### config.mk
export PLATFORM = sky130hd
export DESIGN_NAME = video_test_pattern_generator_core
export DESIGN_NICKNAME = d
export VERILOG_FILES = /design/src/hdl/vtpg_pkg.sv /design/src/hdl/video_test_pattern_generator_core.sv /design/src/hdl/vtpg_cfg.sv /design/src/hdl/vtpg_pixel.sv /design/src/hdl/vtpg_skid.sv
export VERILOG_INCLUDE_DIRS = /design/src /design/src/hdl
export SDC_FILE = /design/constraint.sdc
export NUM_CORES = 1
export LEC_CHECK = 0
export ABC_AREA = 1
export BUFFER_PORTS_ARGS = -buffer_cell sky130_fd_sc_hd__buf_4
export CORE_ASPECT_RATIO = 0.75
export CORE_MARGIN = 1
export CORE_UTILIZATION = 40
export DETAILED_ROUTE_END_ITERATION = 10
export GPL_ROUTABILITY_DRIVEN = 1
export GPL_TIMING_DRIVEN = 1
export HOLD_SLACK_MARGIN = 0.12
export MAX_ROUTING_LAYER = met4
export PLACE_DENSITY = 0.62
export SLEW_MARGIN = 20
export SYNTH_ARGS = -nofsm -noshare
export SYNTH_HDL_FRONTEND = slang
export SYNTH_SLANG_ARGS = --single-unit
### constraint.sdc
create_clock -name clk -period 9 [get_ports clk]
set_input_delay 1.8 -clock clk [delete_from_list [all_inputs] [get_ports clk]]
set_output_delay 1.8 -clock clk [all_outputs]
set_load 0.05 [all_outputs]
### src/hdl/video_test_pattern_generator_core_macros.svh
`ifndef VIDEO_TEST_PATTERN_GENERATOR_CORE_MACROS_SVH
`define VIDEO_TEST_PATTERN_GENERATOR_CORE_MACROS_SVH

// same-cycle implication, clocked on clk, off during reset
`define VTPG_ASSERT_IMPLIES(lbl, ante, cons, msg) \
    lbl: assert property (@(posedge clk) disable iff (!rst_n) (ante) |-> (cons)) \
        else $error(msg);

// next-cycle implication, clocked on clk, off during reset
`define VTPG_ASSERT_NEXT(lbl, ante, cons, msg) \
    lbl: assert property (@(posedge clk) disable iff (!rst_n) (ante) |=> (cons)) \
        else $error(msg);

`endif

### src/hdl/vtpg_pkg.sv
package vtpg_pkg;

    localparam int DEF_MAX_WIDTH  = 4096;
    localparam int DEF_MAX_HEIGHT = 4096;

    localparam int CFG_DATA_W  = 13;
    localparam int CFG_INDEX_W = 2;

    localparam logic [CFG_INDEX_W-1:0] REG_FRAME_WIDTH  = 2'd0;
    localparam logic [CFG_INDEX_W-1:0] REG_FRAME_HEIGHT = 2'd1;
    localparam logic [CFG_INDEX_W-1:0] REG_PIXEL_FORMAT = 2'd2;

    localparam logic [1:0] FMT_RGB24 = 2'd0;
    localparam logic [1:0] FMT_MONO8 = 2'd1;
    localparam logic [1:0] FMT_GBRG8 = 2'd2;

    localparam int RESET_WIDTH  = 640;
    localparam int RESET_HEIGHT = 480;

    localparam int BAR_STEP = 7;
    localparam int BAR_DIV  = 80;
    localparam int BAR_MIN  = 2;

    localparam int FRAME_W    = 64;
    localparam int SWEEP_BITS = FRAME_W + 3;
    localparam int POS_W      = 12;
    localparam int PHASE_W    = 8;

    typedef struct packed {
        logic [7:0]         byte0;
        logic [7:0]         byte1;
        logic [7:0]         byte2;
        logic [POS_W-1:0]   column;
        logic [POS_W-1:0]   line;
        logic               eol;
        logic               eof;
        logic [PHASE_W-1:0] phase;
    } pixel_t;

    typedef struct packed {
        logic busy;
        logic done;
    } sweep_t;

endpackage

### src/hdl/video_test_pattern_generator_core.sv
// Raster test pattern source: every accepted request yields one pixel of the
// moving pattern, so a pixel can be taken every clock cycle while req_stall is
// low, and each pixel is registered in the output buffer; a two-entry output
// buffer lets one more request in while a pixel waits. After a write to
// frame_width the bar position (frame*7 mod width) is rebuilt one bit per
// cycle from the 64-bit frame number; requests are stalled until it is done.
// Writes to the other registers take effect at once.
`include "video_test_pattern_generator_core_macros.svh"

module video_test_pattern_generator_core
    import vtpg_pkg::*;
#(
    parameter int MAX_WIDTH  = DEF_MAX_WIDTH,
    parameter int MAX_HEIGHT = DEF_MAX_HEIGHT
)
(
    input  logic                   clk,
    input  logic                   rst_n,
    input  logic                   req_valid,
    output logic                   req_stall,
    input  logic                   restart,
    output logic                   pix_valid,
    input  logic                   pix_stall,
    output logic [7:0]             pixel_byte0,
    output logic [7:0]             pixel_byte1,
    output logic [7:0]             pixel_byte2,
    output logic [POS_W-1:0]       column,
    output logic [POS_W-1:0]       line,
    output logic                   end_of_line,
    output logic                   end_of_frame,
    output logic [PHASE_W-1:0]     frame_phase,
    input  logic                   cfg_valid,
    output logic                   cfg_ready,
    input  logic [CFG_INDEX_W-1:0] cfg_index,
    input  logic [CFG_DATA_W-1:0]  cfg_data
);

    localparam int WW = $clog2(MAX_WIDTH + 1);
    localparam int HW = $clog2(MAX_HEIGHT + 1);
    localparam int RW = $clog2(MAX_WIDTH);

    logic [WW-1:0]      eff_width;
    logic [HW-1:0]      eff_height;
    logic [1:0]         format;
    logic [WW-1:0]      bar_span;
    logic [WW-1:0]      bar_half;
    logic [2:0]         step;
    logic [RW-1:0]      sweep_residue;
    logic [RW-1:0]      residue;
    logic [FRAME_W-1:0] frame;
    sweep_t             sweep;
    pixel_t             result;
    pixel_t             dout;
    logic               skid_full;
    logic               accept;

    assign req_stall = sweep.busy || skid_full;
    assign accept    = req_valid && !req_stall;
    assign cfg_ready = 1'b1;

    vtpg_cfg #(
        .MAX_WIDTH  (MAX_WIDTH),
        .MAX_HEIGHT (MAX_HEIGHT)
    ) u_cfg (
        .clk        (clk),
        .rst_n      (rst_n),
        .cfg_valid  (cfg_valid),
        .cfg_index  (cfg_index),
        .cfg_data   (cfg_data),
        .frame      (frame),
        .eff_width  (eff_width),
        .eff_height (eff_height),
        .format     (format),
        .bar_span   (bar_span),
        .bar_half   (bar_half),
        .step       (step),
        .residue    (sweep_residue),
        .sweep      (sweep)
    );

    vtpg_pixel #(
        .MAX_WIDTH  (MAX_WIDTH),
        .MAX_HEIGHT (MAX_HEIGHT)
    ) u_pixel (
        .clk           (clk),
        .rst_n         (rst_n),
        .accept        (accept),
        .restart       (restart),
        .eff_width     (eff_width),
        .eff_height    (eff_height),
        .format        (format),
        .bar_span      (bar_span),
        .bar_half      (bar_half),
        .step          (step),
        .sweep         (sweep),
        .sweep_residue (sweep_residue),
        .result        (result),
        .frame         (frame),
        .residue       (residue)
    );

    vtpg_skid u_skid (
        .clk       (clk),
        .rst_n     (rst_n),
        .push      (accept),
        .din       (result),
        .full      (skid_full),
        .out_valid (pix_valid),
        .out_stall (pix_stall),
        .dout      (dout)
    );

    assign pixel_byte0  = dout.byte0;
    assign pixel_byte1  = dout.byte1;
    assign pixel_byte2  = dout.byte2;
    assign column       = dout.column;
    assign line         = dout.line;
    assign end_of_line  = dout.eol;
    assign end_of_frame = dout.eof;
    assign frame_phase  = dout.phase;

    `VTPG_ASSERT_IMPLIES(a_skid_behind_head, skid_full, pix_valid, "skid item without head item")
    `VTPG_ASSERT_IMPLIES(a_residue_range, !sweep.busy, WW'(residue) < eff_width, "bad residue")
    `VTPG_ASSERT_IMPLIES(a_eof_has_eol, pix_valid && end_of_frame, end_of_line, "eof off eol")
    `VTPG_ASSERT_NEXT(a_sweep_ends, sweep.done, !sweep.busy, "residue sweep still busy after done")

endmodule

### src/hdl/vtpg_cfg.sv
module vtpg_cfg
    import vtpg_pkg::*;
#(
    parameter int MAX_WIDTH  = DEF_MAX_WIDTH,
    parameter int MAX_HEIGHT = DEF_MAX_HEIGHT,
    localparam int WW = $clog2(MAX_WIDTH + 1),
    localparam int HW = $clog2(MAX_HEIGHT + 1),
    localparam int RW = $clog2(MAX_WIDTH)
)
(
    input  logic                   clk,
    input  logic                   rst_n,
    input  logic                   cfg_valid,
    input  logic [CFG_INDEX_W-1:0] cfg_index,
    input  logic [CFG_DATA_W-1:0]  cfg_data,
    input  logic [FRAME_W-1:0]     frame,
    output logic [WW-1:0]          eff_width,
    output logic [HW-1:0]          eff_height,
    output logic [1:0]             format,
    output logic [WW-1:0]          bar_span,
    output logic [WW-1:0]          bar_half,
    output logic [2:0]             step,
    output logic [RW-1:0]          residue,
    output sweep_t                 sweep
);

    localparam int RST_W  = (RESET_WIDTH < MAX_WIDTH) ? RESET_WIDTH : MAX_WIDTH;
    localparam int RST_BW = (RST_W / BAR_DIV < BAR_MIN) ? BAR_MIN : RST_W / BAR_DIV;
    localparam int RST_K  = BAR_STEP % RST_W;
    // w/80 = (w/16)/5, /5 by reciprocal 3277/2^14, exact below 5461
    localparam int DIV_MUL   = 3277;
    localparam int DIV_SHIFT = 14;
    localparam int PW        = WW + 12;
    localparam int CNT_W     = $clog2(SWEEP_BITS);
    localparam int TW        = RW + 2;

    logic [CFG_DATA_W-1:0] width_reg;
    logic [CFG_DATA_W-1:0] height_reg;
    logic [1:0]            format_reg;
    logic [WW-1:0]         bw_reg;
    logic [WW-1:0]         half_reg;
    logic [2:0]            step_reg;

    logic [WW-1:0]         quot16;
    logic [PW-1:0]         prod;
    logic [WW-1:0]         bw_raw;
    logic [WW-1:0]         bw_next;
    logic [2:0]            step_next;

    logic                  busy_reg;
    logic [CNT_W-1:0]      cnt_reg;
    logic [SWEEP_BITS-1:0] sh_reg;
    logic [RW-1:0]         rem_reg;
    logic [RW-1:0]         rem_next;
    logic [TW-1:0]         trial;
    logic                  load;
    logic                  last;

    function automatic logic [2:0] seven_mod(input logic [2:0] w);
        logic [2:0] r;
        unique case (w)
            3'd1:    r = 3'd0;
            3'd2:    r = 3'd1;
            3'd3:    r = 3'd1;
            3'd4:    r = 3'd3;
            3'd5:    r = 3'd2;
            3'd6:    r = 3'd1;
            default: r = 3'd0;
        endcase
        return r;
    endfunction

    always_ff @(posedge clk or negedge rst_n)
    begin
        if (!rst_n)
        begin
            width_reg  <= CFG_DATA_W'(RESET_WIDTH);
            height_reg <= CFG_DATA_W'(RESET_HEIGHT);
            format_reg <= FMT_RGB24;
        end
        else if (cfg_valid)
        begin
            unique case (cfg_index)
                REG_FRAME_WIDTH:  width_reg  <= cfg_data;
                REG_FRAME_HEIGHT: height_reg <= cfg_data;
                REG_PIXEL_FORMAT: format_reg <= cfg_data[1:0];
                default:          ;
            endcase
        end
    end

    always_comb
    begin
        priority if (width_reg == '0)
            eff_width = WW'(1);
        else if (32'(width_reg) > 32'(MAX_WIDTH))
            eff_width = WW'(MAX_WIDTH);
        else
            eff_width = WW'(width_reg);

        priority if (height_reg == '0)
            eff_height = HW'(1);
        else if (32'(height_reg) > 32'(MAX_HEIGHT))
            eff_height = HW'(MAX_HEIGHT);
        else
            eff_height = HW'(height_reg);
    end

    always_comb
    begin
        quot16  = eff_width >> 4;
        prod    = PW'(quot16) * PW'(DIV_MUL);
        bw_raw  = WW'(prod >> DIV_SHIFT);
        bw_next = (bw_raw < WW'(BAR_MIN)) ? WW'(BAR_MIN) : bw_raw;
        if (eff_width > WW'(BAR_STEP))
            step_next = 3'(BAR_STEP);
        else
            step_next = seven_mod(eff_width[2:0]);
    end

    always_ff @(posedge clk or negedge rst_n)
    begin
        if (!rst_n)
        begin
            bw_reg   <= WW'(RST_BW);
            half_reg <= WW'(RST_BW / 2);
            step_reg <= 3'(RST_K);
        end
        else
        begin
            bw_reg   <= bw_next;
            half_reg <= bw_next >> 1;
            step_reg <= step_next;
        end
    end

    // bit-serial (frame*7) mod width, MSB first
    assign load  = cfg_valid && (cfg_index == REG_FRAME_WIDTH);
    assign last  = (cnt_reg == CNT_W'(SWEEP_BITS - 1));
    assign trial = {1'b0, rem_reg, sh_reg[SWEEP_BITS-1]};

    always_comb
    begin
        if (trial >= TW'(eff_width))
            rem_next = RW'(trial - TW'(eff_width));
        else
            rem_next = RW'(trial);
    end

    always_ff @(posedge clk or negedge rst_n)
    begin
        if (!rst_n)
        begin
            busy_reg <= 1'b0;
            cnt_reg  <= '0;
        end
        else if (load)
        begin
            busy_reg <= 1'b1;
            cnt_reg  <= '0;
        end
        else if (busy_reg)
        begin
            if (last)
                busy_reg <= 1'b0;
            cnt_reg <= cnt_reg + CNT_W'(1);
        end
    end

    always_ff @(posedge clk)
    begin
        if (load)
        begin
            sh_reg  <= {frame, 3'b000} - {3'b000, frame};
            rem_reg <= '0;
        end
        else if (busy_reg)
        begin
            sh_reg  <= sh_reg << 1;
            rem_reg <= rem_next;
        end
    end

    assign format     = format_reg;
    assign bar_span   = bw_reg;
    assign bar_half   = half_reg;
    assign step       = step_reg;
    assign residue    = rem_next;
    assign sweep.busy = busy_reg;
    assign sweep.done = busy_reg && last && !load;

endmodule

### src/hdl/vtpg_pixel.sv
module vtpg_pixel
    import vtpg_pkg::*;
#(
    parameter int MAX_WIDTH  = DEF_MAX_WIDTH,
    parameter int MAX_HEIGHT = DEF_MAX_HEIGHT,
    localparam int WW = $clog2(MAX_WIDTH + 1),
    localparam int HW = $clog2(MAX_HEIGHT + 1),
    localparam int RW = $clog2(MAX_WIDTH),
    localparam int CW = $clog2(MAX_WIDTH),
    localparam int LW = $clog2(MAX_HEIGHT)
)
(
    input  logic               clk,
    input  logic               rst_n,
    input  logic               accept,
    input  logic               restart,
    input  logic [WW-1:0]      eff_width,
    input  logic [HW-1:0]      eff_height,
    input  logic [1:0]         format,
    input  logic [WW-1:0]      bar_span,
    input  logic [WW-1:0]      bar_half,
    input  logic [2:0]         step,
    input  sweep_t             sweep,
    input  logic [RW-1:0]      sweep_residue,
    output pixel_t             result,
    output logic [FRAME_W-1:0] frame,
    output logic [RW-1:0]      residue
);

    localparam int RST_W = (RESET_WIDTH < MAX_WIDTH) ? RESET_WIDTH : MAX_WIDTH;

    logic [CW-1:0]      col_reg;
    logic [LW-1:0]      line_reg;
    logic [LW-1:0]      third_reg;
    logic [1:0]         rest_reg;
    logic [FRAME_W-1:0] frame_reg;
    logic [RW-1:0]      res_reg;
    logic [RW-1:0]      bs_reg;
    logic [WW-1:0]      be_reg;

    logic [CW-1:0]      x_e;
    logic [LW-1:0]      y_e;
    logic [LW-1:0]      t_e;
    logic [1:0]         r_e;
    logic [RW-1:0]      res_e;
    logic [7:0]         p;
    logic [7:0]         p2;
    logic [7:0]         p3;
    logic [7:0]         p5;
    logic [8:0]         x9;
    logic [8:0]         y9;
    logic [7:0]         t8;
    logic [7:0]         xh;
    logic [7:0]         yh;
    logic [7:0]         cr;
    logic [7:0]         cg;
    logic [7:0]         cb;
    logic [7:0]         b0;
    logic [7:0]         b1;
    logic [7:0]         b2;
    logic               first;
    logic               in_bar;
    logic [RW-1:0]      bs_c;
    logic [WW:0]        be_sum;
    logic [WW-1:0]      be_c;
    logic               eol;
    logic               eof;
    logic [1:0]         inc;

    function automatic logic [RW-1:0] step_res(
        input logic [RW-1:0] r,
        input logic [2:0]    k,
        input logic [WW-1:0] w
    );
        logic [WW:0] s;
        s = (WW+1)'(r) + (WW+1)'(k);
        if (s >= (WW+1)'(w))
            s = s - (WW+1)'(w);
        return RW'(s);
    endfunction

    always_comb
    begin
        x_e   = restart ? '0 : col_reg;
        y_e   = restart ? '0 : line_reg;
        t_e   = restart ? '0 : third_reg;
        r_e   = restart ? '0 : rest_reg;
        res_e = restart ? step_res(res_reg, step, eff_width) : res_reg;
        p     = frame_reg[7:0] + 8'(restart);
        p2    = p << 1;
        p3    = p2 + p;
        p5    = (p << 2) + p;
        x9    = 9'(x_e);
        y9    = 9'(y_e);
        t8    = 8'(t_e);
        xh    = x9[8:1];
        yh    = y9[8:1];
        first = (x_e == '0) && (y_e == '0);

        if (WW'(res_e) >= bar_half)
            bs_c = RW'(WW'(res_e) - bar_half);
        else
            bs_c = '0;
        be_sum = (WW+1)'(bs_c) + (WW+1)'(bar_span);
        be_c   = (be_sum > (WW+1)'(eff_width)) ? eff_width : WW'(be_sum);

        // on the first pixel the bar is fresh: column 0 is covered iff start is 0
        if (first)
            in_bar = (WW'(res_e) <= bar_half);
        else
            in_bar = (WW'(x_e) >= WW'(bs_reg)) && (WW'(x_e) < be_reg);

        eol = ((WW'(x_e) + WW'(1)) >= eff_width);
        eof = eol && ((HW'(y_e) + HW'(1)) >= eff_height);

        cr = x9[7:0] + p2;
        cg = y9[7:0] + p3;
        cb = xh + yh + p5;
        b1 = 8'h00;
        b2 = 8'h00;
        unique case (format)
            FMT_RGB24:
            begin
                b0 = x9[7:0] + p;
                b1 = y9[7:0] + p2;
                b2 = xh + yh + p3;
            end
            FMT_GBRG8:
            begin
                if (y9[0])
                    b0 = x9[0] ? cg : cr;
                else
                    b0 = x9[0] ? cb : cg;
            end
            default:
                b0 = xh + t8 + p3;
        endcase

        if (in_bar)
        begin
            b0 = 8'hff;
            if (format == FMT_RGB24)
            begin
                b1 = 8'hff;
                b2 = 8'hff;
            end
        end

        inc = {1'b0, restart} + {1'b0, eof};
    end

    assign result.byte0  = b0;
    assign result.byte1  = b1;
    assign result.byte2  = b2;
    assign result.column = POS_W'(x_e);
    assign result.line   = POS_W'(y_e);
    assign result.eol    = eol;
    assign result.eof    = eof;
    assign result.phase  = p;

    always_ff @(posedge clk or negedge rst_n)
    begin
        if (!rst_n)
        begin
            col_reg   <= '0;
            line_reg  <= '0;
            third_reg <= '0;
            rest_reg  <= '0;
            frame_reg <= FRAME_W'(1);
            res_reg   <= RW'(BAR_STEP % RST_W);
        end
        else if (sweep.done)
        begin
            res_reg <= sweep_residue;
        end
        else if (accept)
        begin
            frame_reg <= frame_reg + FRAME_W'(inc);
            res_reg   <= eof ? step_res(res_e, step, eff_width) : res_e;
            if (eof)
            begin
                col_reg   <= '0;
                line_reg  <= '0;
                third_reg <= '0;
                rest_reg  <= '0;
            end
            else if (eol)
            begin
                col_reg  <= '0;
                line_reg <= y_e + LW'(1);
                if (r_e == 2'd2)
                begin
                    rest_reg  <= '0;
                    third_reg <= t_e + LW'(1);
                end
                else
                begin
                    rest_reg  <= r_e + 2'd1;
                    third_reg <= t_e;
                end
            end
            else
            begin
                col_reg   <= x_e + CW'(1);
                line_reg  <= y_e;
                third_reg <= t_e;
                rest_reg  <= r_e;
            end
        end
    end

    // bar geometry latched on the first pixel of each frame
    always_ff @(posedge clk)
    begin
        if (accept && first)
        begin
            bs_reg <= bs_c;
            be_reg <= be_c;
        end
    end

    assign frame   = frame_reg;
    assign residue = res_reg;

endmodule

### src/hdl/vtpg_skid.sv
module vtpg_skid
    import vtpg_pkg::*;
(
    input  logic   clk,
    input  logic   rst_n,
    input  logic   push,
    input  pixel_t din,
    output logic   full,
    output logic   out_valid,
    input  logic   out_stall,
    output pixel_t dout
);

    logic   main_v_reg;
    logic   skid_v_reg;
    pixel_t main_reg;
    pixel_t skid_reg;
    logic   take;
    logic   main_free;

    assign take      = main_v_reg && !out_stall;
    assign main_free = !main_v_reg || take;

    always_ff @(posedge clk or negedge rst_n)
    begin
        if (!rst_n)
        begin
            main_v_reg <= 1'b0;
            skid_v_reg <= 1'b0;
        end
        else if (main_free)
        begin
            main_v_reg <= skid_v_reg || push;
            skid_v_reg <= 1'b0;
        end
        else if (push)
        begin
            skid_v_reg <= 1'b1;
        end
    end

    always_ff @(posedge clk)
    begin
        if (main_free)
            main_reg <= skid_v_reg ? skid_reg : din;
        else if (push)
            skid_reg <= din;
    end

    assign full      = skid_v_reg;
    assign out_valid = main_v_reg;
    assign dout      = main_reg;

endmodule
==> results of run 1 <==
## final timing paths
kind | slack, ns | endpoint | cells past startpoint | startpoint
max reg2reg | 0.80 | u_pixel.be_reg[7] | 54 | u_pixel.residue[0]
max | 0.80 | u_pixel.be_reg[7] | 54 | u_pixel.residue[0]
min in group asynchronous | 1.11 | u_cfg.bar_span[4] | 1 | rst_n
min | 0.46 | u_cfg.cnt_reg[5] | 1 | u_cfg.cnt_reg[5]
min reg2reg | 0.46 | u_cfg.cnt_reg[5] | 1 | u_cfg.cnt_reg[5]
max in group asynchronous | 6.73 | u_pixel.frame[57] | 2 | rst_n
## power by group
group          switching, W  total, W  internal [W]
clock              0.000798   0.00197       0.00117
combinational       0.00233   0.00362       0.00129
sequential         0.000117   0.00221       0.00210
total               0.00325   0.00780       0.00456
## metrics by stage
stage / setup slack [ns] / std cells / hold slack (ns)
after floorplan: 1.19 / 4036 / 0.432
after global placement: 0.445 / 5130 / 0.457
after detailed placement: 0.406 / 5130 / 0.450
after CTS: 0.359 / 5210 / 0.463
after global routing: 0.00749 / 5216 / 0.477
final: 0.803 / 5216 / 0.465
## cells in the final DEF, fill, tap and decap left out, types with 40 or more instances in the layout
master and instances:
nor3_1 66, xor2_1 142, dfrtp_1 143, o21ai_0 282
nand3_1 212, a31oi_1 40, inv_1 622, buf_4 131
nand2_1 891, ha_1 304, xnor2_1 58, a21oi_1 225
edfxtp_1 208, nand4_1 45, fa_1 50, clkbuf_16 45
nor2_1 346
## Yosys cell counts, types with 50 or more instances
library cell | number | area share
o21ai_0 | 287 | 0.046
xor2_1 | 142 | 0.040
edfxtp_1 | 208 | 0.20
nor2_1 | 351 | 0.042
nor3_1 | 66 | 0.011
xnor2_1 | 58 | 0.016
nand2_1 | 893 | 0.11
inv_1 | 622 | 0.075
nand3_1 | 213 | 0.034
fa_1 | 50 | 0.032
clkbuf_1 | 52 | 0.0063
a21oi_1 | 226 | 0.036
ha_1 | 305 | 0.12
dfrtp_1 | 144 | 0.12
## metal layers
layer,track usage,vias to the layer above,part of all wire
li1,-,13584,-
met1,0.387,12826,0.50
met2,0.333,895,0.39
met3,0.0491,117,0.085
met4,0.0542,0,0.020
met5,-,-,0
## kinds of logic after synthesis
kind of cell	Yosys count
AO/OA/AOI/OAI	689
XOR/XNOR	200
adder cells (fa/ha/maj)	355
buffers and inverters	702
flip-flops	378
other	1
AND/OR/NAND/NOR	1710
## worst max-delay path: cells and delay by family (launching register included)
family | cells | cell delay, ns
flip-flops | 1 | 0.54
adder cells (fa/ha/maj) | 6 | 2.02
AND/OR/NAND/NOR | 24 | 2.60
AO/OA/AOI/OAI | 14 | 1.85
buffers and inverters | 10 | 0.94
## final cells by class
cell class	count	area (um2)
fillers	7849	42200
multi-input cells	2956	17900
flip-flops and latches	378	10500
inverters	633	2380
well taps	1035	1290
clock buffers	57	1230
repair buffers	134	1030
clock inverters	23	324
## repair_timing
item / 4_1_cts / 5_1_grt
setup buffers: 0 / 6
endpoints found under the hold margin: 0 / 0
gates resized for setup: 0 / 12
setup endpoints to repair: 0 / 13
==> reports/summary.txt, run 1 <==
Antenna Cells = 0
Pwr Density = 225 nW/um2
Seq/Total Area, Yosys = 0.337
Pre-Repair DR Iteration Count = 9
YS warnings = 0
Syn Std Cell Area = 31000 um2
Syn Inst Count = 4035
Clock Latency Late Sink = 0.62 ns
H-Tree Level Count = 2
Minimum clock period = 8.20 ns
TritonCTS Buffers = 43
Core footprint = 76900 um2
Grt total ovfl = 0
Hold Buf Count CTS = 0
Drt via density = 5.26
Vias in the first global route = 25214
Worst Hold Class = reg2reg
Post-synth top flop = edfxtp_1
Total GRT Usage = 0.251
Final Hold Viols = 0
Initial antenna violation count = 0
Status = finished, violations left
Critical Path RT = 9.33 ns
Die width = 324 um
Post-synthesis compound-gate area fraction = 0.126
Max Freq = 122 MHz
Area Growth Syn to Fin = 11.6%
Async SR Flop Fraction = 0.418
RSZ-0062 raised after global routing = no
VDD IR max = 0.000170 V
Fin util = 0.451
Clock transition at the registers of the reported paths = 0.06 ns
Worst Path Max Fanout = 18
Top-level port count = 82
Max reg flops = 67
Vias post-DR = 27422
Synth Area in XOR/XNOR = 0.0565
Per-cell routed wire length = 18.6 um
Cell variety after synth = 67
Final wirelength = 96900 um
Slew Viols, Final = 0
CTS tree = yes
Main combinational cell family by area after synthesis = simple AND/OR/NAND/NOR gates
Routability cong. = 0.990
Mux cell area share after synthesis = 0
Setup violations, final = 0
Final period util = 0.911
Simple-gate area share of the yosys netlist = 0.239
Power Total = 0.00780 W
Chip height = 243 um
Worst Path Class, Setup = reg2reg
Nets@finish = 4522
Area post-placement = 33000 um2
Fin area = 34600 um2
Worst Tran Pin Value = 1.12 ns
DR DRC count = 1
Crit-path slowest cell = dfstp_2
Port Buffers = 80
CP max stage delay = 0.54 ns
Violated checks = DRC
Worst rel slew slack = 0.252
DR iter-0 viols = 2430
Setup crit end kind = flip-flop
Worst setup SP type = flip-flop
Layout cell share with drive strength beyond 1 = 0.0789
CP arrival = 8.53 ns
Largest net degree at the start of global routing = 133
Placement Rows = 88
Final ANT Viol Nets = 0
Leakage = 16.6 nW
Full die area = 78700 um2
Number of synthesized register bits = 378
Clk_skew = 0.0375 ns
Starting Density = 0.404
First-pass GRT wire length = 148000 um
Count of maximum capacitance violations = 0
Sinks on Clock Net = 378
Setup TNS Final = 0 ns
CP most frequent cell = nand2_1
Number of flops mapped to enable cells by yosys = 208
Post-Synth Adder-Cell Area = 0.155
Clk root buf = clkbuf_16
Hpwl dp = 76400 um
Avg Synthesized Cell Area = 7.69 um2
Clock Path Buffers = 3
Note: power is estimated with default switching activity, not from simulation.
==> run 2, diff against run 1 <==
--- a/config.mk
+++ b/config.mk
@@ -8,15 +8,16 @@
 export LEC_CHECK = 0
 export ABC_AREA = 1
 export BUFFER_PORTS_ARGS = -buffer_cell sky130_fd_sc_hd__buf_4
+export CELL_PAD_IN_SITES_DETAIL_PLACEMENT = 1
+export CELL_PAD_IN_SITES_GLOBAL_PLACEMENT = 1
 export CORE_ASPECT_RATIO = 0.75
-export CORE_MARGIN = 1
 export CORE_UTILIZATION = 40
 export DETAILED_ROUTE_END_ITERATION = 10
 export GPL_ROUTABILITY_DRIVEN = 1
 export GPL_TIMING_DRIVEN = 1
 export HOLD_SLACK_MARGIN = 0.12
 export MAX_ROUTING_LAYER = met4
-export PLACE_DENSITY = 0.62
+export PLACE_DENSITY = 0.77
 export SLEW_MARGIN = 20
 export SYNTH_ARGS = -nofsm -noshare
 export SYNTH_HDL_FRONTEND = slang
==> constraint.sdc (replaced) <==
create_clock -name clk -period 8.1 [get_ports clk]
set_input_delay 1.62 -clock clk [delete_from_list [all_inputs] [get_ports clk]]
set_output_delay 1.62 -clock clk [all_outputs]
set_load 0.05 [all_outputs]
==> run 2 against run 1 <==
Effect of this change: the flow now finishes without violations; worst hold slack improved by 0.0073 ns; flip-flop and latch count stayed put; combinational power grew 25%; critical endpoint is now u_pixel.be_reg[0]; largest cell class unchanged; largest power group unchanged.
==> reports/summary.txt, run 2 (same netlist as run 1, synthesis figures left out) <==
CP arrival = 8.03 ns
Slew Viols, Final = 0
Worst Path Max Fanout = 9
Worst Path Class, Setup = reg2reg
Full die area = 78700 um2
Nets@finish = 4570
Antenna Cells = 0
Layout cell share with drive strength beyond 1 = 0.0994
Setup TNS Final = 0 ns
Family with the most delay on the worst path = simple AND/OR/NAND/NOR gates
Pre-Repair DR Iteration Count = 5
Hpwl dp = 88300 um
Placement Rows = 88
Fin area = 35100 um2
VDD IR max = 0.000153 V
CTS tree = yes
Worst Tran Pin Value = 1.04 ns
Starting Density = 0.404
CP max stage delay = 0.58 ns
Setup violations, final = 0
Final period util = 0.948
DR DRC count = 0
Clock Path Buffers = 3
Final ANT Viol Nets = 0
Max reg flops = 67
Count of maximum capacitance violations = 0
Die width = 324 um
Most common cell after layout, fill and taps aside = nand2_1
Clock transition at the registers of the reported paths = 0.08 ns
TritonCTS Buffers = 41
Minimum clock period = 7.68 ns
Per-cell routed wire length = 21.0 um
First-pass GRT wire length = 170000 um
Status = complete, no violations
Most frequent cells in the layout = 882 x nand2_1, 618 x inv_1, 341 x nor2_1
Pwr Density = 256 nW/um2
Largest net degree at the start of global routing = 100
Leakage = 16.8 nW
Final Hold Viols = 0
Critical Path RT = 8.45 ns
Buf+Inv Stages, Crit Path = 10
Vias post-DR = 28694
Clock Latency Late Sink = 0.62 ns
Max Freq = 130 MHz
Top-level port count = 82
Fill cell total of the finished layout = 9598
Clk root buf = clkbuf_16
Core footprint = 76900 um2
Routability cong. = 0.982
Initial antenna violation count = 1
Setup crit end kind = flip-flop
Drt via density = 5.45
Sinks on Clock Net = 378
Area Growth Syn to Fin = 13.1%
Worst rel slew slack = 0.304
Area post-placement = 33400 um2
Final wirelength = 111000 um
Vias in the first global route = 28832
Clk_skew = 0.0378 ns
Worst setup SP type = flip-flop
Grt total ovfl = 0
Chip height = 243 um
Port Buffers = 80
Total GRT Usage = 0.287
Crit-path slowest cell = dfstp_2
DR iter-0 viols = 2134
Worst Hold Class = reg2reg
Number of non-filler instances in the completed layout = 5262
Placed cell count = 5174
H-Tree Level Count = 2
-- run 2: timing repair --
item                                    in CTS  in global routing
endpoints found under the setup margin      12                 13
gates resized for setup                      8                 57
pin swaps                                    3                 25
buffers inserted                             0                 10
cloned                                       0                  2
hold buffers                                 0                  0
-- run 2: final cells by class --
type                       count  area, um2  share of cell area
tap                         1035       1290              0.0369
inverter                     633       2380              0.0678
multi-input combinational   2956      18200               0.518
sequential                   378      10500               0.298
clock inverter                32        308             0.00877
clock buffer                  44       1040              0.0296
timing repair buffer         184       1450              0.0412
-- run 2: worst paths after layout --
kind	start	to	slack, ns	depth (start not counted)
hold reg to reg	u_cfg.cnt_reg[5]	u_cfg.cnt_reg[5]	0.47	1
setup reg to reg	u_pixel.residue[0]	u_pixel.be_reg[0]	0.42	54
min in group asynchronous	rst_n	u_pixel.third_reg[5]	0.94	1
max in group asynchronous	rst_n	u_pixel.frame[49]	5.84	2
setup / recovery	u_pixel.residue[0]	u_pixel.be_reg[0]	0.42	54
hold / removal	u_cfg.cnt_reg[5]	u_cfg.cnt_reg[5]	0.47	1
-- run 2: stage by stage --
step / util / worst slack (ns) / power (W) / hold slack, ns
after detailed placement: 0.434 / -0.102 / 0.00672 / 0.460
after CTS: 0.452 / 0.00938 / 0.00875 / 0.470
final: 0.457 / 0.421 / 0.00899 / 0.472
after global routing: 0.457 / -0.0792 / 0.00959 / 0.483
after floorplan: - / 0.397 / 0.00534 / 0.432
after global placement: 0.434 / 0.110 / 0.00657 / 0.447
-- run 2: where the power goes --
| group | switching [W] | total (W) | leakage, nW | internal, W |
|---|---|---|---|---|
| Clock | 0.000909 | 0.00198 | 0.656 | 0.00107 |
| Combinational | 0.00288 | 0.00454 | 12.2 | 0.00165 |
| Sequential | 0.000146 | 0.00247 | 3.96 | 0.00233 |
| Total | 0.00394 | 0.00899 | 16.8 | 0.00505 |
-- run 2: routing by layer --
| layer | wire (um) | part of all wire | global-route usage |
|---|---|---|---|
| met4 | 2010 | 0.018 | 0.0570 |
| met5 | 0 | 0 | - |
| met1 | 55100 | 0.50 | 0.434 |
| met3 | 7580 | 0.068 | 0.0334 |
| met2 | 45900 | 0.41 | 0.409 |
